## src/sv/eti_pkg.sv

```systemverilog
// Package for the eased tween interpolator: shared widths, register indexes,
// easing and loop-mode codes, and the fixed-point helpers used to build the curve table.
// No dependencies.
package eti_pkg;

  localparam int FRACTION_BITS_DEF        = 16;
  localparam int LOGISTIC_ENTRIES_DEF     = 256;

  localparam int LVL_W      = 32;
  localparam int TICK_W     = 32;
  localparam int CFG_IDX_W  = 3;
  localparam int CFG_DATA_W = 32;
  localparam int EASE_W     = 3;
  localparam int LOOP_W     = 2;
  localparam int MUL_A_W    = 34;

  localparam logic [CFG_IDX_W-1:0] REG_FROM   = 3'd0;
  localparam logic [CFG_IDX_W-1:0] REG_TO     = 3'd1;
  localparam logic [CFG_IDX_W-1:0] REG_BEGIN  = 3'd2;
  localparam logic [CFG_IDX_W-1:0] REG_FINISH = 3'd3;
  localparam logic [CFG_IDX_W-1:0] REG_EASE   = 3'd4;
  localparam logic [CFG_IDX_W-1:0] REG_LOOP   = 3'd5;

  localparam logic [EASE_W-1:0] EASE_NONE     = 3'd0;
  localparam logic [EASE_W-1:0] EASE_LINEAR   = 3'd1;
  localparam logic [EASE_W-1:0] EASE_QUAD_IN  = 3'd2;
  localparam logic [EASE_W-1:0] EASE_QUAD_OUT = 3'd3;
  localparam logic [EASE_W-1:0] EASE_LOGISTIC = 3'd4;

  localparam logic [LOOP_W-1:0] LOOP_ONCE      = 2'd0;
  localparam logic [LOOP_W-1:0] LOOP_OSCILLATE = 2'd1;
  localparam logic [LOOP_W-1:0] LOOP_REPEAT    = 2'd2;

  localparam logic [63:0] Q31_ONE = 64'd1 << 31;

  // Shift-and-subtract quotient of two 64-bit values, used only while building tables.
  function automatic logic [63:0] udiv64(logic [63:0] a, logic [63:0] d);
    logic [63:0] q;
    logic [64:0] rem;
    q   = '0;
    rem = '0;
    for (int i = 63; i >= 0; i--) begin
      rem = {rem[63:0], a[i]};
      if (rem >= {1'b0, d}) begin
        rem  = rem - {1'b0, d};
        q[i] = 1'b1;
      end
    end
    return q;
  endfunction

  // Truncated Taylor sum of e^r through the r^24 term, Q31 in and out.
  function automatic logic [63:0] exp_pos_q31(logic [63:0] r);
    logic [63:0] term;
    logic [63:0] sum;
    term = Q31_ONE;
    sum  = Q31_ONE;
    for (int n = 1; n <= 24; n++) begin
      term = udiv64((term * r) >> 31, 64'(n));
      sum  = sum + term;
    end
    return sum;
  endfunction

  function automatic logic [63:0] exp_neg_q31(logic [63:0] r);
    logic [63:0] s;
    s = exp_pos_q31(r);
    return udiv64(64'd1 << 62, s);
  endfunction

  function automatic logic [TICK_W-1:0] sat_add(logic [TICK_W-1:0] a, logic [TICK_W-1:0] b);
    logic [TICK_W:0] s;
    s = {1'b0, a} + {1'b0, b};
    return s[TICK_W] ? {TICK_W{1'b1}} : s[TICK_W-1:0];
  endfunction

endpackage

```

## src/sv/eti_mult.sv

```systemverilog
// Shared signed-by-unsigned multiplier with a registered product.
// Serves the easing curves, the table blend and the final level blend. Uses eti_pkg.
module eti_mult #(
  parameter int B_W = eti_pkg::FRACTION_BITS_DEF + 1
) (
  input  logic                               clk,
  input  logic signed [eti_pkg::MUL_A_W-1:0] op_a,
  input  logic        [B_W-1:0]              op_b,
  output logic signed [eti_pkg::MUL_A_W+B_W:0] prod
);
  import eti_pkg::*;

  logic signed [MUL_A_W+B_W:0] prod_r;

  always_ff @(posedge clk) begin
    prod_r <= op_a * $signed({1'b0, op_b});
  end

  assign prod = prod_r;

endmodule

```

## config.mk

```make
export PLATFORM = sky130hd
export DESIGN_NAME = eti_mult
export DESIGN_NICKNAME = d
export VERILOG_FILES = /design/src/sv/eti_pkg.sv /design/src/sv/eti_mult.sv
export SDC_FILE = /design/constraint.sdc
export NUM_CORES = 2
export LEC_CHECK = 0
export ABC_AREA = 1
export BUFFER_PORTS_ARGS = -buffer_cell sky130_fd_sc_hd__buf_2
export CAP_MARGIN = 30
export CORE_MARGIN = 5
export CORE_UTILIZATION = 30
export DETAILED_ROUTE_END_ITERATION = 10
export MAX_ROUTING_LAYER = met4
export PLACE_DENSITY = 0.43
export SYNTH_ARGS = -nofsm -noshare
export SYNTH_HDL_FRONTEND = slang
export SYNTH_SLANG_ARGS = --single-unit
```

## constraint.sdc

```tcl
create_clock -name clk -period 15.5 [get_ports clk]
set_clock_uncertainty 0.05 [all_clocks]
set_input_delay 2.325 -clock clk [delete_from_list [all_inputs] [get_ports clk]]
set_output_delay 2.325 -clock clk [all_outputs]
set_load 0.01 [all_outputs]
```

==> metrics <==
Initial Util 30.36%; Placer Congestion 0.8707; Via density 4.260; Core Area 76200 sq um; #FFs+latches synth 52; Clock Path Buffers 2; CP required 15.66 ns; Root Buffer Master clkbuf_16; Gate Count Post-Synth 3128; DRC Markers 0; max reg flops 52; post-cts resize count 0; highest-count cells in the layout ignoring fill and taps inv_1 (1038), nand2_1 (975), fa_1 (551), ha_1 (122), buf_2 (103); crit share post-route 53.36%; Clock transition at path regs 0.08 ns; hold path endpoint prod[0]$_DFF_P_; max_cap viols 0; RSZ-0062 raised after global routing no; drt initial violations 901; Num CTS Buffers 5; fin crit period 8.271 ns; die area 82780 sq um; Largest stage delay, worst path 0.77 ns; Crit Path Category primary input to register; worst slew pin tran 1.055 ns; Antenna Violating Nets Remaining 0; Synth Warn # 0; CTS tree done; Overflow after GRT 0; IO Port Bufs 103; num rows 101; FMAX 0.1209 GHz; # hold bufs at CTS 0; Synth Cell Area 23140 sq um; endpoints failing setup 0; Sink Count 52; hold path depth 3; dpl hpwl 58.57 mm; status completed; Top FF cell, synth dfxtp_1; Hold Fails Final Rpt 0; Hold Crit Class primary input to register; Mean Syn Cell Area 7.397 sq um; Slew HR 29.65%; Startpoint Class primary input; DR pass1 iterations 5; worst-path fanout max 34; drt wl/cell 17.11 um; most area-consuming cells after synthesis fa_1 (48%), inv_1 (17%), nand2_1 (16%); Max stage delay cell, worst path fa_1; CP Capture Type register; first-pass GRT wire length 114.3 mm; max-slew violation count 0; post-synth top area cell fa_1; share of Yosys cell area claimed by the top area cell type 47.67%; initial antenna violation count 3; largest net degree at the start of global routing 35; vias in the first global route 19.72k; worst-path cell chain buf_2 -> nand2_1 -> fa_1 -> inv_1 -> fa_1 -> inv_1 -> fa_1 -> fa_1 -> fa_1 -> fa_1 -> inv_1 -> ha_1 -> nand2_1 -> inv_1 -> nand2_1 -> nor2_1 -> nand2_1 -> nor2_1 -> nand2_1 -> nand4_1 -> nand2_1; Vias 17.65k; nets@finish 3836; Hold Crit Start op_a[0]; EDFF count, synth 0; asr flop ratio synth 0%; setup_tns 0 ns; WL final 70.90 mm; Syn Nets 3853; # IOs 104; Syn-to-layout area delta 6.922%; H-Tree Depth 2; post-synthesis sequential area ratio 4.499%; die width 287.7 um; gr usage total 18.34%; chip height 287.7 um; commonest non-fill, non-tap cell in the layout inv_1; Distinct cells, synth 25; share of cells above drive strength 1 5.366%; CP arrival 8.43 ns; # Post-CTS Setup Buffers 0
## final cells by class
cell class / count / area (sq um)
antenna: 2 / 5.005
clock buffer: 6 / 138.9
clock inverter: 2 / 38.79
fill: 8369 / 51460
inverter: 1047 / 3930
multi-input combinational: 1893 / 17660
sequential: 52 / 1041
tap: 1030 / 1289
timing repair buffer: 112 / 640.6
## critical path, delay by kind of cell
| kind | cells | cell delay [ns] |
|---|---|---|
| adder cells (fa/ha/maj) | 7 | 3.79 |
| buffers and inverters | 5 | 1.03 |
| AND/OR/NAND/NOR | 9 | 1.23 |
## layer usage
layer  vias up  track usage, %  wire (um)
li1       8457               -          -
met2       272           32.65      35930
met4         0           2.653       1143
met1      8851           23.25      31360
met3        73           1.829       2471
met5         -               -          0
## per-stage QoR
stage	instance area, sq um	setup WS, ns	utilization (%)	std cells	hold WS (ns)
finish	24740	7.229	32.46	4144	2.469
global route	24740	6.783	32.46	4144	2.515
CTS	24710	7.253	32.43	4141	2.463
detailed placement	24540	6.945	32.20	4133	2.672
global placement	24470	6.881	32.11	4130	2.675
floorplan	23140	7.914	-	3128	2.550
## worst max path at each step
stage                  start  cells past startpoint          endpoint  slack [ns]
global route         op_b[6]                     21  prod[47]$_DFF_P_        6.78
CTS                  op_b[6]                     21  prod[47]$_DFF_P_        7.25
global placement     op_b[6]                     21  prod[50]$_DFF_P_        6.88
detailed placement   op_b[4]                     21  prod[47]$_DFF_P_        6.94
finish               op_b[6]                     21  prod[47]$_DFF_P_        7.23
floorplan           op_a[33]                     22  prod[47]$_DFF_P_        7.91
## cell usage after synthesis (6+ instances only)
library cell,n
a21oi_1,34
inv_2,9
inv_1,1038
nor2_2,9
nand4_1,16
ha_1,122
nor2_1,56
nor2_4,8
nand3b_1,6
xor2_1,26
nor3_1,6
nand3_1,50
nand2_1,975
nand2_2,13
fa_1,551
dfxtp_1,52
clkbuf_1,136
## kinds of logic (layout without fill, tap and decap cells)
| family | count (synthesis) | in the layout | synth area share, % |
|---|---|---|---|
| AND/OR/NAND/NOR | 1148 | 1148 | 19.91 |
| AO/OA/AOI/OAI | 42 | 42 | 0.9950 |
| adder cells (fa/ha/maj) | 673 | 673 | 54.27 |
| flip-flops | 52 | 52 | 4.499 |
| XOR/XNOR | 30 | 30 | 1.136 |
| other | 0 | 2 | 0 |
| buffers and inverters | 1183 | 1167 | 19.19 |
Power is left out: the tool's default activity adds up to more than one toggle a clock period on the data nets, which glitch-free logic cannot reach.
