<file path="src/sv/eti_pkg.sv">
// Package for the eased tween interpolator: shared widths, register indexes,
// easing and loop-mode codes, and the fixed-point helpers used to build the curve table.
// No dependencies.
package eti_pkg;

  localparam int FRACTION_BITS_DEF        = 16;
  localparam int LOGISTIC_ENTRIES_DEF     = 256;

  localparam int LVL_W      = 32;
  localparam int TICK_W     = 32;
  localparam int CFG_IDX_W  = 3;
  localparam int CFG_DATA_W = 32;
  localparam int EASE_W     = 3;
  localparam int LOOP_W     = 2;
  localparam int MUL_A_W    = 34;

  localparam logic [CFG_IDX_W-1:0] REG_FROM   = 3'd0;
  localparam logic [CFG_IDX_W-1:0] REG_TO     = 3'd1;
  localparam logic [CFG_IDX_W-1:0] REG_BEGIN  = 3'd2;
  localparam logic [CFG_IDX_W-1:0] REG_FINISH = 3'd3;
  localparam logic [CFG_IDX_W-1:0] REG_EASE   = 3'd4;
  localparam logic [CFG_IDX_W-1:0] REG_LOOP   = 3'd5;

  localparam logic [EASE_W-1:0] EASE_NONE     = 3'd0;
  localparam logic [EASE_W-1:0] EASE_LINEAR   = 3'd1;
  localparam logic [EASE_W-1:0] EASE_QUAD_IN  = 3'd2;
  localparam logic [EASE_W-1:0] EASE_QUAD_OUT = 3'd3;
  localparam logic [EASE_W-1:0] EASE_LOGISTIC = 3'd4;

  localparam logic [LOOP_W-1:0] LOOP_ONCE      = 2'd0;
  localparam logic [LOOP_W-1:0] LOOP_OSCILLATE = 2'd1;
  localparam logic [LOOP_W-1:0] LOOP_REPEAT    = 2'd2;

  localparam logic [63:0] Q31_ONE = 64'd1 << 31;

  // Shift-and-subtract quotient of two 64-bit values, used only while building tables.
  function automatic logic [63:0] udiv64(logic [63:0] a, logic [63:0] d);
    logic [63:0] q;
    logic [64:0] rem;
    q   = '0;
    rem = '0;
    for (int i = 63; i >= 0; i--) begin
      rem = {rem[63:0], a[i]};
      if (rem >= {1'b0, d}) begin
        rem  = rem - {1'b0, d};
        q[i] = 1'b1;
      end
    end
    return q;
  endfunction

  // Truncated Taylor sum of e^r through the r^24 term, Q31 in and out.
  function automatic logic [63:0] exp_pos_q31(logic [63:0] r);
    logic [63:0] term;
    logic [63:0] sum;
    term = Q31_ONE;
    sum  = Q31_ONE;
    for (int n = 1; n <= 24; n++) begin
      term = udiv64((term * r) >> 31, 64'(n));
      sum  = sum + term;
    end
    return sum;
  endfunction

  function automatic logic [63:0] exp_neg_q31(logic [63:0] r);
    logic [63:0] s;
    s = exp_pos_q31(r);
    return udiv64(64'd1 << 62, s);
  endfunction

  function automatic logic [TICK_W-1:0] sat_add(logic [TICK_W-1:0] a, logic [TICK_W-1:0] b);
    logic [TICK_W:0] s;
    s = {1'b0, a} + {1'b0, b};
    return s[TICK_W] ? {TICK_W{1'b1}} : s[TICK_W-1:0];
  endfunction

endpackage

</file>
<file path="src/sv/eti_divider.sv">
// Radix-2 restoring divider producing one quotient bit per cycle.
// Computes floor(num * 2^Q_W / den) for num < den. Uses eti_pkg.
module eti_divider #(
  parameter int Q_W = eti_pkg::FRACTION_BITS_DEF
) (
  input  logic                      clk,
  input  logic                      rst_n,
  input  logic                      start,
  input  logic [eti_pkg::TICK_W-1:0] num,
  input  logic [eti_pkg::TICK_W-1:0] den,
  output logic [Q_W-1:0]            quot,
  output logic                      done
);
  import eti_pkg::*;

  localparam int CNT_W = $clog2(Q_W + 1);

  logic [TICK_W-1:0] rem_r;
  logic [TICK_W-1:0] den_r;
  logic [Q_W-1:0]    quot_r;
  logic [CNT_W-1:0]  cnt_r;
  logic              run_r;
  logic              done_r;
  logic [TICK_W:0]   shifted;
  logic              fits;

  assign shifted = {rem_r, 1'b0};
  assign fits    = shifted >= {1'b0, den_r};

  always_ff @(posedge clk) begin
    if (!rst_n) begin
      run_r  <= 1'b0;
      done_r <= 1'b0;
      cnt_r  <= '0;
    end else begin
      done_r <= 1'b0;
      if (start) begin
        rem_r  <= num;
        den_r  <= den;
        quot_r <= '0;
        cnt_r  <= CNT_W'(Q_W);
        run_r  <= 1'b1;
      end else if (run_r) begin
        rem_r  <= fits ? TICK_W'(shifted - {1'b0, den_r}) : shifted[TICK_W-1:0];
        quot_r <= {quot_r[Q_W-2:0], fits};
        cnt_r  <= cnt_r - CNT_W'(1);
        if (cnt_r == CNT_W'(1)) begin
          run_r  <= 1'b0;
          done_r <= 1'b1;
        end
      end
    end
  end

  assign quot = quot_r;
  assign done = done_r;

endmodule

</file>
<file path="config.mk">
export PLATFORM = sky130hd
export DESIGN_NAME = eti_divider
export DESIGN_NICKNAME = d
export VERILOG_FILES = /design/src/sv/eti_pkg.sv /design/src/sv/eti_divider.sv
export SDC_FILE = /design/constraint.sdc
export NUM_CORES = 1
export LEC_CHECK = 0
export BUFFER_PORTS_ARGS = -buffer_cell sky130_fd_sc_hd__buf_2
export CAP_MARGIN = 20
export CORE_MARGIN = 3
export CORE_UTILIZATION = 30
export CTS_BUF_LIST = sky130_fd_sc_hd__clkbuf_8
export CTS_CLUSTER_DIAMETER = 100
export DETAILED_ROUTE_END_ITERATION = 8
export PLACE_DENSITY_LB_ADDON = 0.15
export SETUP_SLACK_MARGIN = 0.3
export SLEW_MARGIN = 20
export SYNTH_ARGS = -nofsm -noshare
export SYNTH_HDL_FRONTEND = slang
export SYNTH_SLANG_ARGS = --single-unit
</file>
<file path="constraint.sdc">
create_clock -name clk -period 3.35 [get_ports clk]
set_input_delay 0.67 -clock clk [delete_from_list [all_inputs] [get_ports clk]]
set_output_delay 0.67 -clock clk [all_outputs]
set_load 0.1 [all_outputs]
</file>
==> results.md <==
* Hold Crit Depth at 1
* Maximum vdd ir drop at 187.2 uV
* Vias in the first global route at 4356
* Max_cap viols at 0
* CTS H-tree depth at 3
* Layout cells sized above 1 at 32.15%
* Placed Cells at roughly 800
* Final Skew at 0.02212 ns
* Static leakage at between 0.002 and 0.003 uW
* Netlist Area Pre-Place at 5271 sq um
* Aggregate global routing overflow at 0
* R2R cell count at 10
* Max Fclk at 0.3257 GHz
* Starting DRT DRC Count at about 230
* Synth Area per Inst at 10.58 sq um
* # fillers at approximately 1600
* Syn Nets at 600
* GRT Total Usage at 14.12%
* Initial Utilization at between 30% and 40%
* Placed instance area at 6140 sq um
* Die width at approximately 140 microns
* Rel. slew slack at 62.09%
* Non-Filler Instances at between 800 and 900
* Pwr per Cell Area at 479.3 nW/um^2
* CTS root buf: clkbuf_8
* Yosys warns at 0
* Post-DR wirelength/cell at roughly 17 microns
* RSZ-0062 raised after global routing: yes
* Worst setup path category: reg -> reg
* Initial antenna violation count at 0
* Final ANT Viol Nets at 0
* Post-synth ARST share at 0%
* Vias per cell at 4.975
* Reg2reg end: rem_r[27]$_DFFE_PP_
* Via total after detailed routing at 4189
* Num ports at 84
* CTS Buf Count at 9
* Drt drc at 0
* Worst R2R Setup Slack at 0.28 ns
* Final instance area at around 6800 sq um
* Die area at 19200 sq um
* Yosys reg bits at 87
* Largest net degree at the start of global routing at 40
* DP Wirelength at 10060 microns
* Post-route minimum period at between 3 and 4 ns
* CP Launch Type: register
* CTS tree: yes
* Pins over their slew limit at 0
* Hold/Removal Path Class: in -> reg
* Status: complete, no violations
* Inserted Diodes at 0
* Worst Max-Slew Pin Slew at 0.5653 ns
* Post-synth EDFFs at 80
* Worst R2R Start: rem_r[10]$_DFFE_PP_
* Sink Count at 87
* Final hold vios at 0
* Final core utilization at 40.26%
* Die Y at about 140 microns
* Fin crit share at 91.65%
* Core ar. at ~17000 sq um
* Most frequent cells in the layout: buf_2, edfxtp_1, nand2_1, inv_1, buf_4
* Ys flop type: edfxtp_1
* Final setup fails at 0
* CP arrival at around 3.2 ns
* Crit. End Element: register
* Setup slack after layout at ~0.28 ns
* Row Count at between 40 and 50
* Layout area overhead at 28.91%
* Pre-antenna DRT Iters at 4
* Hold_sp: den[25]
* Clock Pin Slew Worst Setup and Hold Paths at 0.10 ns
* PortBufs at 83
* CP Data Required Time at roughly 3.5 ns
* Hold Path End: den_r[25]$_DFFE_PP_
* Placement Setup Slack at -0.02170 ns
* Sequential fraction of the synthesis area at 48.23%
* Worst-path fanout max at 5
* Unique masters post-synth at 55
* First-pass GRT wire length at 21930 microns
* Mapped Cells at 498
* Cts hold-fix bufs at 0
* WL final at 14150 microns
* Commonest non-fill, non-tap cell in the layout: buf_2
* Clock latency at the later pin of the worst-skew pair at 0.38 ns
* Final setup TNS at 0 ns
* RePlAce Congestion at 0.8749
* Final net count at 719
* Longest Clk Path Bufs at 2
==> layer usage <==
metal  up-vias  routed length (microns)  GRT usage [%]
met3        14                      481          3.655
li1       2080                        -              -
met5         -                        0              0
met1      2021                     6779          18.57
met4         0                      172          4.212
met2        74                     6717          23.00
==> per-stage QoR <==
| stage | hold slack, ns | power, uW |
|---|---|---|
| final | 0.4554 | 3257 |
| after global routing | 0.4192 | 3449 |
| after CTS | 0.4252 | 3167 |
| after detailed placement | 0.5431 | 2352 |
| after global placement | 0.4854 | 2345 |
| after floorplan | 0.4685 | 2065 |
==> kinds of logic (layout without fill, tap and decap cells) <==
kind of cell,after synthesis,count (layout),synth area share [%]
compound gates,121,122,15.90
xor+xnor,34,34,5.649
simple gates,150,150,15.38
mux,6,6,1.282
buf+inv,65,188,5.103
fa+ha+maj,35,35,8.450
flops,87,87,48.23
==> power breakdown <==
group	total, uW	internal (uW)	leakage (uW)	switching (uW)
registers	1350	1300	0.000822	47.5
logic	1160	512	0.00185	648
clock network	747	341	0.000102	406
total	3260	2160	0.00277	1100
==> cell type report <==
cell class | instances | area, sq um | share of cell area [%]
clock inverter | 7 | 67.56 | 0.9943
multi-input combinational | 347 | 2774 | 40.82
clock buffer | 9 | 123.9 | 1.823
inverter | 41 | 153.9 | 2.265
timing repair buffer | 131 | 858.3 | 12.63
tap | 220 | 275.3 | 4.051
sequential | 87 | 2542 | 37.41
==> worst max-delay path by stage <==
stage                   startpoint             endpoint  slack (ns)
4_1_cts         rem_r[9]$_DFFE_PP_  rem_r[27]$_DFFE_PP_        0.29
5_1_grt        rem_r[20]$_DFFE_PP_  rem_r[31]$_DFFE_PP_        0.19
6_report       rem_r[10]$_DFFE_PP_  rem_r[27]$_DFFE_PP_        0.28
3_5_place_dp    rem_r[2]$_DFFE_PP_  rem_r[28]$_DFFE_PP_       -0.02
2_1_floorplan   rem_r[9]$_DFFE_PP_  rem_r[27]$_DFFE_PP_        0.31
3_3_place_gp    rem_r[2]$_DFFE_PP_  rem_r[28]$_DFFE_PP_        0.03
==> critical path: stages, from the launching register on <==
cell and delay [ns]:
edfxtp_1 0.44, ha_4 0.30, nand2_2 0.06, or3_4 0.38, o21ai_2 0.06, and3b_4 0.22, o41ai_4 0.29, o22ai_2 0.18
o211a_4 0.33, mux2_4 0.30, mux2_2 0.25
==> synth_stat cells (5+ instances only) <==
| cell | n | area, sq um |
|---|---|---|
| a211oi_1 | 7 | 52.55 |
| a21o_1 | 5 | 37.54 |
| a21oi_1 | 34 | 170.2 |
| a221o_1 | 5 | 50.05 |
| clkbuf_1 | 18 | 67.56 |
| dfxtp_1 | 7 | 140.1 |
| edfxtp_1 | 80 | 2402 |
| ha_1 | 34 | 425.4 |
| inv_1 | 41 | 153.9 |
| nand2_1 | 46 | 172.7 |
| nand2b_1 | 8 | 50.05 |
| nand3b_1 | 20 | 150.1 |
| nand4_1 | 7 | 43.79 |
| nor2_1 | 23 | 86.33 |
| nor2b_1 | 20 | 125.1 |
| nor3_1 | 5 | 25.02 |
| o21ai_0 | 19 | 95.09 |
| o311ai_0 | 9 | 78.83 |
| o311ai_1 | 11 | 96.34 |
| xnor2_1 | 15 | 131.4 |
| xor2_1 | 19 | 166.4 |
==> state kept, by name, indices dropped and copies added, names as in the netlist <==
name	cells
den_r	32
rem_r	32
quot	16
cnt_r	5
done	1
run_r	1
==> repair_timing <==
action,4_1_cts,5_1_grt
buffers inserted,9,8
pin swaps,19,10
endpoints found under the setup margin,33,31
gates resized for setup,19,41
cloned,0,4
(Power assumes the default switching activity.)
